<file path="src/hw/rtl/s5scan_pkg.sv">
package s5scan_pkg;

    localparam int MAX_TABLE_BYTES = 1048576;
    localparam int HEADER_BYTES    = 36;

    // Offset counter saturates at MAX_TABLE_BYTES; resume point can reach MAX + 4
    localparam int OFS_W = $clog2(MAX_TABLE_BYTES + 8);

    localparam logic [OFS_W-1:0] MAX_OFS = OFS_W'(MAX_TABLE_BYTES);
    // A window ending at offset o starts at o - 3, so search bounds are kept as o bounds
    localparam logic [OFS_W-1:0] SEARCH_FROM_RST = OFS_W'(HEADER_BYTES + 3);
    localparam logic [OFS_W-1:0] SIG_LAST_OFS    = OFS_W'(3);
    localparam logic [OFS_W-1:0] SIG_BYTES       = OFS_W'(4);
    localparam logic [OFS_W-1:0] RESUME_PKG      = OFS_W'(4);
    localparam logic [OFS_W-1:0] RESUME_LEN      = OFS_W'(5);

    localparam logic [31:0] SIG_WORD    = 32'h5444_5344;  // "DSDT", first byte lowest
    localparam logic [31:0] S5_WORD     = 32'h5F53_355F;  // "_S5_", first byte highest
    localparam logic [7:0]  PKG_OP      = 8'h12;
    localparam logic [7:0]  BYTE_PREFIX = 8'h0A;
    localparam logic [7:0]  LEN_MIN     = 8'd4;

    typedef enum logic [2:0] {
        PH_SEARCH   = 3'd0,
        PH_WANT_PKG = 3'd1,
        PH_WANT_LEN = 3'd2,
        PH_SKIP     = 3'd3,
        PH_PFX_A    = 3'd4,
        PH_READ_A   = 3'd5,
        PH_PFX_B    = 3'd6,
        PH_READ_B   = 3'd7
    } t_phase;

    typedef enum logic [2:0] {
        ST_FOUND     = 3'd0,
        ST_BAD_SIG   = 3'd1,
        ST_BAD_SUM   = 3'd2,
        ST_NOT_FOUND = 3'd3,
        ST_TOO_LONG  = 3'd4
    } t_status;

    typedef struct packed {
        logic [7:0] data;
        logic       last;
    } t_beat;

    typedef struct packed {
        logic [7:0] sleep_type_b;
        logic [7:0] sleep_type_a;
        t_status    status;
    } t_result;

endpackage

</file>
<file path="src/hw/rtl/s5scan_in_stage.sv">
module s5scan_in_stage (
    input  logic              i_clk,
    input  logic              i_rst_n,
    input  logic              i_valid,
    output logic              o_ready,
    input  s5scan_pkg::t_beat i_beat,
    input  logic              i_out_free,
    output logic              o_step,
    output s5scan_pkg::t_beat o_beat
);
    import s5scan_pkg::*;

    logic  r_valid;
    t_beat r_beat;

    // A byte without last never waits on the result side
    assign o_step  = r_valid && (!r_beat.last || i_out_free);
    assign o_ready = !r_valid || o_step;
    assign o_beat  = r_beat;

    always_ff @(posedge i_clk) begin
        if (!i_rst_n) begin
            r_valid <= 1'b0;
        end else if (o_ready) begin
            r_valid <= i_valid;
        end
    end

    always_ff @(posedge i_clk) begin
        if (o_ready && i_valid) begin
            r_beat <= i_beat;
        end
    end

endmodule

</file>
<file path="src/hw/rtl/s5scan_core.sv">
module s5scan_core (
    input  logic                i_clk,
    input  logic                i_rst_n,
    input  logic                i_step,
    input  s5scan_pkg::t_beat   i_beat,
    output s5scan_pkg::t_result o_result
);
    import s5scan_pkg::*;

    logic [OFS_W-1:0] r_offset, n_offset;
    logic [7:0]       r_sum, n_sum;
    logic             r_sig_ok, n_sig_ok;
    logic [31:0]      r_recent, n_recent;
    t_phase           r_phase, n_phase;
    logic [OFS_W-1:0] r_search_from, n_search_from;
    logic             r_found, n_found;
    logic [7:0]       r_type_a, n_type_a;
    logic [7:0]       r_type_b, n_type_b;

    logic [7:0] b;
    logic       too_long;
    logic [7:0] sig_byte;

    assign b        = i_beat.data;
    assign too_long = r_offset >= MAX_OFS;
    assign sig_byte = SIG_WORD[{r_offset[1:0], 3'b000} +: 8];

    always_comb begin
        n_offset      = r_offset;
        n_sum         = r_sum + b;
        n_sig_ok      = r_sig_ok;
        n_recent      = r_recent;
        n_phase       = r_phase;
        n_search_from = r_search_from;
        n_found       = r_found;
        n_type_a      = r_type_a;
        n_type_b      = r_type_b;

        if (!too_long) begin
            if (r_offset < SIG_BYTES && b != sig_byte) begin
                n_sig_ok = 1'b0;
            end
            n_recent = {r_recent[23:0], b};
            n_offset = r_offset + 1'b1;

            case (r_phase)
                PH_SEARCH: begin
                    if (!r_found && r_offset >= r_search_from && n_recent == S5_WORD) begin
                        n_phase = PH_WANT_PKG;
                    end
                end
                PH_WANT_PKG: begin
                    if (b == PKG_OP) begin
                        n_phase = PH_WANT_LEN;
                    end else begin
                        n_search_from = r_offset + RESUME_PKG;
                        n_phase       = PH_SEARCH;
                    end
                end
                PH_WANT_LEN: begin
                    if (b >= LEN_MIN) begin
                        n_found = 1'b1;
                        n_phase = PH_SKIP;
                    end else begin
                        n_search_from = r_offset + RESUME_LEN;
                        n_phase       = PH_SEARCH;
                    end
                end
                PH_SKIP:   n_phase = PH_PFX_A;
                PH_PFX_A:  n_phase = (b == BYTE_PREFIX) ? PH_READ_A : PH_SEARCH;
                PH_READ_A: begin
                    n_type_a = b;
                    n_phase  = PH_PFX_B;
                end
                PH_PFX_B:  n_phase = (b == BYTE_PREFIX) ? PH_READ_B : PH_SEARCH;
                PH_READ_B: begin
                    n_type_b = b;
                    n_phase  = PH_SEARCH;
                end
                default:   n_phase = PH_SEARCH;
            endcase
        end
    end

    // Result from the updated state; priority: signature, length, checksum, match
    always_comb begin
        o_result = '0;
        if (!n_sig_ok || r_offset < SIG_LAST_OFS) begin
            o_result.status = ST_BAD_SIG;
        end else if (too_long) begin
            o_result.status = ST_TOO_LONG;
        end else if (n_sum != 8'd0) begin
            o_result.status = ST_BAD_SUM;
        end else if (n_found) begin
            o_result.status       = ST_FOUND;
            o_result.sleep_type_a = n_type_a;
            o_result.sleep_type_b = n_type_b;
        end else begin
            o_result.status = ST_NOT_FOUND;
        end
    end

    always_ff @(posedge i_clk) begin
        if (!i_rst_n || (i_step && i_beat.last)) begin
            r_offset      <= '0;
            r_sum         <= '0;
            r_sig_ok      <= 1'b1;
            r_recent      <= '0;
            r_phase       <= PH_SEARCH;
            r_search_from <= SEARCH_FROM_RST;
            r_found       <= 1'b0;
            r_type_a      <= '0;
            r_type_b      <= '0;
        end else if (i_step) begin
            r_offset      <= n_offset;
            r_sum         <= n_sum;
            r_sig_ok      <= n_sig_ok;
            r_recent      <= n_recent;
            r_phase       <= n_phase;
            r_search_from <= n_search_from;
            r_found       <= n_found;
            r_type_a      <= n_type_a;
            r_type_b      <= n_type_b;
        end
    end

endmodule

</file>
<file path="src/hw/rtl/s5scan_out_stage.sv">
module s5scan_out_stage (
    input  logic                i_clk,
    input  logic                i_rst_n,
    input  logic                i_load,
    input  s5scan_pkg::t_result i_result,
    output logic                o_free,
    output logic                o_valid,
    input  logic                i_ready,
    output s5scan_pkg::t_result o_result
);
    import s5scan_pkg::*;

    logic    r_valid;
    t_result r_result;

    assign o_free   = !r_valid || i_ready;
    assign o_valid  = r_valid;
    assign o_result = r_result;

    always_ff @(posedge i_clk) begin
        if (!i_rst_n) begin
            r_valid <= 1'b0;
        end else if (i_load) begin
            r_valid <= 1'b1;
        end else if (i_ready) begin
            r_valid <= 1'b0;
        end
    end

    always_ff @(posedge i_clk) begin
        if (i_load) begin
            r_result <= i_result;
        end
    end

endmodule

</file>
<file path="src/hw/rtl/acpi_s5_sleep_type_scanner_unit.sv">
// Channel   Direction  Handshake                         Payload
// s_axis    in         i_s_axis_tvalid / o_s_axis_tready tdata: data_byte; tlast: last_byte
// m_axis    out        o_m_axis_tvalid / i_m_axis_tready tdata: status, type A, type B
//
// One table byte per cycle unless a last byte waits; a byte passes an input register,
// then the scan state update, and a last byte writes the result register, so the
// result is registered and valid only after its last byte leaves the input register.
// Only a last byte waits on a full result register; other bytes keep flowing.
// i_rst_n is synchronous, active low; the scan state also returns to reset after
// each last byte, so the next table starts clean.
module acpi_s5_sleep_type_scanner_unit (
    input  logic        i_clk,
    input  logic        i_rst_n,
    input  logic        i_s_axis_tvalid,
    output logic        o_s_axis_tready,
    input  logic [7:0]  i_s_axis_tdata,   // [7:0] data_byte
    input  logic        i_s_axis_tlast,   // last_byte
    output logic        o_m_axis_tvalid,
    input  logic        i_m_axis_tready,
    output logic [23:0] o_m_axis_tdata    // [2:0] status, [10:3] sleep_type_a,
                                          // [18:11] sleep_type_b, [23:19] zero
);
    import s5scan_pkg::*;

    t_beat   in_beat;
    t_beat   core_beat;
    t_result core_result;
    t_result out_result;
    logic    step;
    logic    out_free;

    assign in_beat.data = i_s_axis_tdata;
    assign in_beat.last = i_s_axis_tlast;

    s5scan_in_stage u_in_stage (
        .i_clk      (i_clk),
        .i_rst_n    (i_rst_n),
        .i_valid    (i_s_axis_tvalid),
        .o_ready    (o_s_axis_tready),
        .i_beat     (in_beat),
        .i_out_free (out_free),
        .o_step     (step),
        .o_beat     (core_beat)
    );

    s5scan_core u_core (
        .i_clk    (i_clk),
        .i_rst_n  (i_rst_n),
        .i_step   (step),
        .i_beat   (core_beat),
        .o_result (core_result)
    );

    s5scan_out_stage u_out_stage (
        .i_clk    (i_clk),
        .i_rst_n  (i_rst_n),
        .i_load   (step && core_beat.last),
        .i_result (core_result),
        .o_free   (out_free),
        .o_valid  (o_m_axis_tvalid),
        .i_ready  (i_m_axis_tready),
        .o_result (out_result)
    );

    assign o_m_axis_tdata = {5'b0, out_result};

endmodule

</file>
<file path="config.mk">
export PLATFORM = sky130hd
export DESIGN_NAME = acpi_s5_sleep_type_scanner_unit
export DESIGN_NICKNAME = d
export VERILOG_FILES = /design/src/hw/rtl/s5scan_pkg.sv /design/src/hw/rtl/s5scan_in_stage.sv /design/src/hw/rtl/s5scan_core.sv /design/src/hw/rtl/s5scan_out_stage.sv /design/src/hw/rtl/acpi_s5_sleep_type_scanner_unit.sv
export SDC_FILE = /design/constraint.sdc
export NUM_CORES = 1
export LEC_CHECK = 0
export ABC_CLOCK_PERIOD_IN_PS = 7500
export BUFFER_PORTS_ARGS = -buffer_cell sky130_fd_sc_hd__buf_4
export CAP_MARGIN = 15
export CELL_PAD_IN_SITES_DETAIL_PLACEMENT = 1
export CELL_PAD_IN_SITES_GLOBAL_PLACEMENT = 1
export CORE_MARGIN = 2
export CORE_UTILIZATION = 35
export DETAILED_ROUTE_END_ITERATION = 6
export GPL_ROUTABILITY_DRIVEN = 0
export HOLD_SLACK_MARGIN = 0.05
export PLACE_DENSITY = 0.68
export SYNTH_ARGS = -nofsm -noshare
export SYNTH_HDL_FRONTEND = slang
export SYNTH_SLANG_ARGS = --single-unit
</file>
<file path="constraint.sdc">
create_clock -name i_clk -period 7.5 [get_ports i_clk]
set_clock_uncertainty 0.15 [all_clocks]
set_input_delay 2.25 -clock i_clk [delete_from_list [all_inputs] [get_ports i_clk]]
set_output_delay 2.25 -clock i_clk [all_outputs]
set_load 0.02 [all_outputs]
</file>
==> qor.csv <==
stage,metric,value,unit
layout,Fillers,2173,
logic_synthesis,Cell variety after synth,62,
route,DR WL/cell,17.4,um
sta,worst slew pin tran,1110,ps
die,Initial Util,0.358,
logic_synthesis,Synth area leaders,"dfxtp_1 30%, edfxtp_1 13%, nand2_1 9.1%",
sta,final hold viol count,0,
power,P_leak,2.58,nW
grt,Total GRT Usage,0.185,
worst_setup_path,crit path max fanout,7,
worst_setup_path,Worst path max stage delay,330,ps
die,die width,140,um
layout,fin area,7340,um^2
placement,I/O Buffers,33,
worst_setup_path,R2R setup slack,3550,ps
clock_tree,clock-pin slew on the worst setup and hold paths,60,ps
layout,share of layout cells above drive strength 1,0.108,
clock_tree,CTS max path bufs,2,
sta,RSZ-0062 raised after global routing,no,
layout,"commonest non-fill, non-tap cell in the layout",nand2_1,
logic_synthesis,Seq cells post-synth,125,
clock_tree,CTS tree,built,
die,Die H,140,um
worst_setup_path,"Arr. time, crit path",2980,ps
sta,highest clock rate,0.186,GHz
route,Via Count,5510,
worst_setup_path,Reg2Reg Depth,8,
clock_tree,clk_lat worst skew,430,ps
grt,largest net degree at the start of global routing,50,
worst_setup_path,Crit-path slowest cell,and3b_1,
sta,Hold WS,307,ps
sta,PnR worst setup slack,2120,ps
sta,# setup viols final,0,
job,Max Cap Viol,0,
hold_path,Hold WC Path Type,register to register,
hold_path,depth of the worst hold-timing path,2,
clock_tree,CTS resizes,0,
logic_synthesis,"Seq/Total Area, Yosys",0.431,
sta,slew margin rel.,0.254,
layout,Nets,824,
logic_synthesis,Post-synth EDFFs,28,
route,DRT iter0 DRCs,235,
worst_setup_path,CP endpoint kind,output port,
grt,first-pass GRT wire length,29000,um
route,1st-pass router iterations,5,
layout,register area,2780,um^2
logic_synthesis,synth warn,0,
power,Peak VDD IR,0.000177,V
hold_path,worst hold start,u_core.r_type_b[5],
logic_synthesis,Synth Flop Type,dfxtp_1,
clock_tree,root buffer cell,clkbuf_16,
worst_setup_path,critical path class,input port to output port,
route,DRT Wirelength,17700,um
die,Placeable Area,18000,um^2
worst_setup_path,crit-path cells,"buf_4, and3b_1, nand2_1, buf_4",
clock_tree,CTS Buf Count,17,
clock_tree,CTS H-tree lvls,4,
clock_tree,Clock Sinks,125,
grt,global route overflow,0,
power,cell area power density,217,nW/um^2
layout,area of the multi-input gates,3330,um^2
worst_setup_path,R2R Path Start,u_in_stage.o_beat[1],
layout,synth-to-layout area growth,13.7,%
worst_setup_path,Most common cell on crit path,buf_4,
placement,Setup WS pre-CTS,2120,ps
sta,Max Slew Vio Count,0,
power,Final Total Pwr,1.59,mW
die,row count,49,
sta,minimum clock period,5380,ps
grt,initial antenna violation count,0,
grt,vias in the first global route,5726,
worst_setup_path,R2R Path End,u_out_stage.o_result[14],
layout,Final Instance Count excl. Fillers,1017,
worst_setup_path,critical path startpoint category,input port,
layout,most frequent cells in the layout,"157 x nand2_1, 97 x dfxtp_1, 83 x a21oi_1",
layout,# diodes,0,
placement,hpwl dp,12500,um
hold_path,Hold Path Sink,u_core.r_type_b[5],
logic_synthesis,Synth area leader,dfxtp_1,
logic_synthesis,top cell type's share of synthesized area,0.301,
die,die area,19600,um^2
placement,dpl cells,985,
worst_setup_path,Worst EP required,5100,ps
route,DRC viols,0,
sta,Final TNS setup,0,ps
layout,final design utilization,0.407,
route,Detail Route Antenna Nets,0,
logic_synthesis,cell area after synthesis,6460,um^2
route,Vias/cell,5.42,
logic_synthesis,Async SR Flop Fraction,0,
clock_tree,hold buffers post-CTS,0,
die,io pins,39,
logic_synthesis,Post-Synthesis Cells,768,
clock_tree,# Post-CTS Setup Buffers,0,
logic_synthesis,Avg Inst Size Synth,8.41,um^2
outcome,outcome,completed,
sta,post-route clock period utilization,0.717,
placement,Placed Area,6780,um^2
[sequential cells by signal, indices dropped and copies added, names as in the netlist]
| register | flops |
|---|---|
| u_core.r_type_a | 8 |
| u_core.r_sum | 8 |
| u_out_stage.o_valid | 1 |
| u_core.r_phase | 3 |
| u_core.r_found | 1 |
| u_core.r_recent | 24 |
| u_core.r_offset | 21 |
| u_core.r_sig_ok | 1 |
| u_out_stage.o_result | 19 |
| u_in_stage.r_valid | 1 |
| u_in_stage.o_beat | 9 |
| u_core.r_type_b | 8 |
| u_core.r_search_from | 21 |
[how the worst max path moves through the flow]
stage | start | endpoint | slack [ps] | cells after the start
2_1_floorplan | i_m_axis_tready | o_s_axis_tready | 2300 | 3
3_3_place_gp | i_m_axis_tready | o_s_axis_tready | 2160 | 4
3_5_place_dp | i_m_axis_tready | o_s_axis_tready | 2120 | 4
4_1_cts | i_m_axis_tready | o_s_axis_tready | 2120 | 4
5_1_grt | i_m_axis_tready | o_s_axis_tready | 2090 | 4
6_report | i_m_axis_tready | o_s_axis_tready | 2120 | 4
[final cells by class]
| class | count | area share |
|---|---|---|
| clock buffer | 17 | 0.0579 |
| inverter | 31 | 0.0158 |
| clock inverter | 15 | 0.0186 |
| timing repair buffer | 35 | 0.0358 |
| sequential | 125 | 0.379 |
| tap | 229 | 0.0390 |
| multi-input combinational | 565 | 0.454 |
[logic make-up (layout without fill, tap and decap cells)]
| kind of cell | after synthesis | in the layout | synth area share |
|---|---|---|---|
| AOI/OAI and AO/OA | 159 | 159 | 0.149 |
| and+or+nand+nor | 324 | 324 | 0.235 |
| buffers and inverters | 82 | 98 | 0.0560 |
| muxes | 3 | 3 | 0.00465 |
| xor gates and xnor gates | 38 | 38 | 0.0527 |
| other | 1 | 5 | 0.000581 |
| DFF | 125 | 125 | 0.431 |
| adders and majority gates | 36 | 36 | 0.0709 |
[Yosys cell counts, drive strengths merged (7+ instances only)]
cell and number:
nor2b 9, nand4 17, nor3 15, clkbuf 35, ha 35, or3 11
nor2 52, a211oi 14, and3 7, buf 16, o21ai 24, nand3 19
a21oi 93, nand2 157, nor4 10, edfxtp 28, xor2 16, xnor2 22
inv 30, dfxtp 97
[layer usage]
layer  share of wire  wire length, um  GRT usage  vias up
li1                -                -          -     2664
met5               0                0          0        -
met1            0.46             8080      0.228     2707
met4           0.025              444     0.0768        0
met3           0.029              513     0.0348       34
met2            0.49             8670      0.318      105
[critical path, delay by kind of cell]
family                 cells  cell delay (ps)
buffers and inverters      2              280
AND/OR/NAND/NOR            2              440
[power by group]
group          switching (mW)  internal [mW]
clock network           0.328          0.459
logic                  0.0561         0.0314
registers              0.0168          0.699
Power figures use the tool's default switching activity.
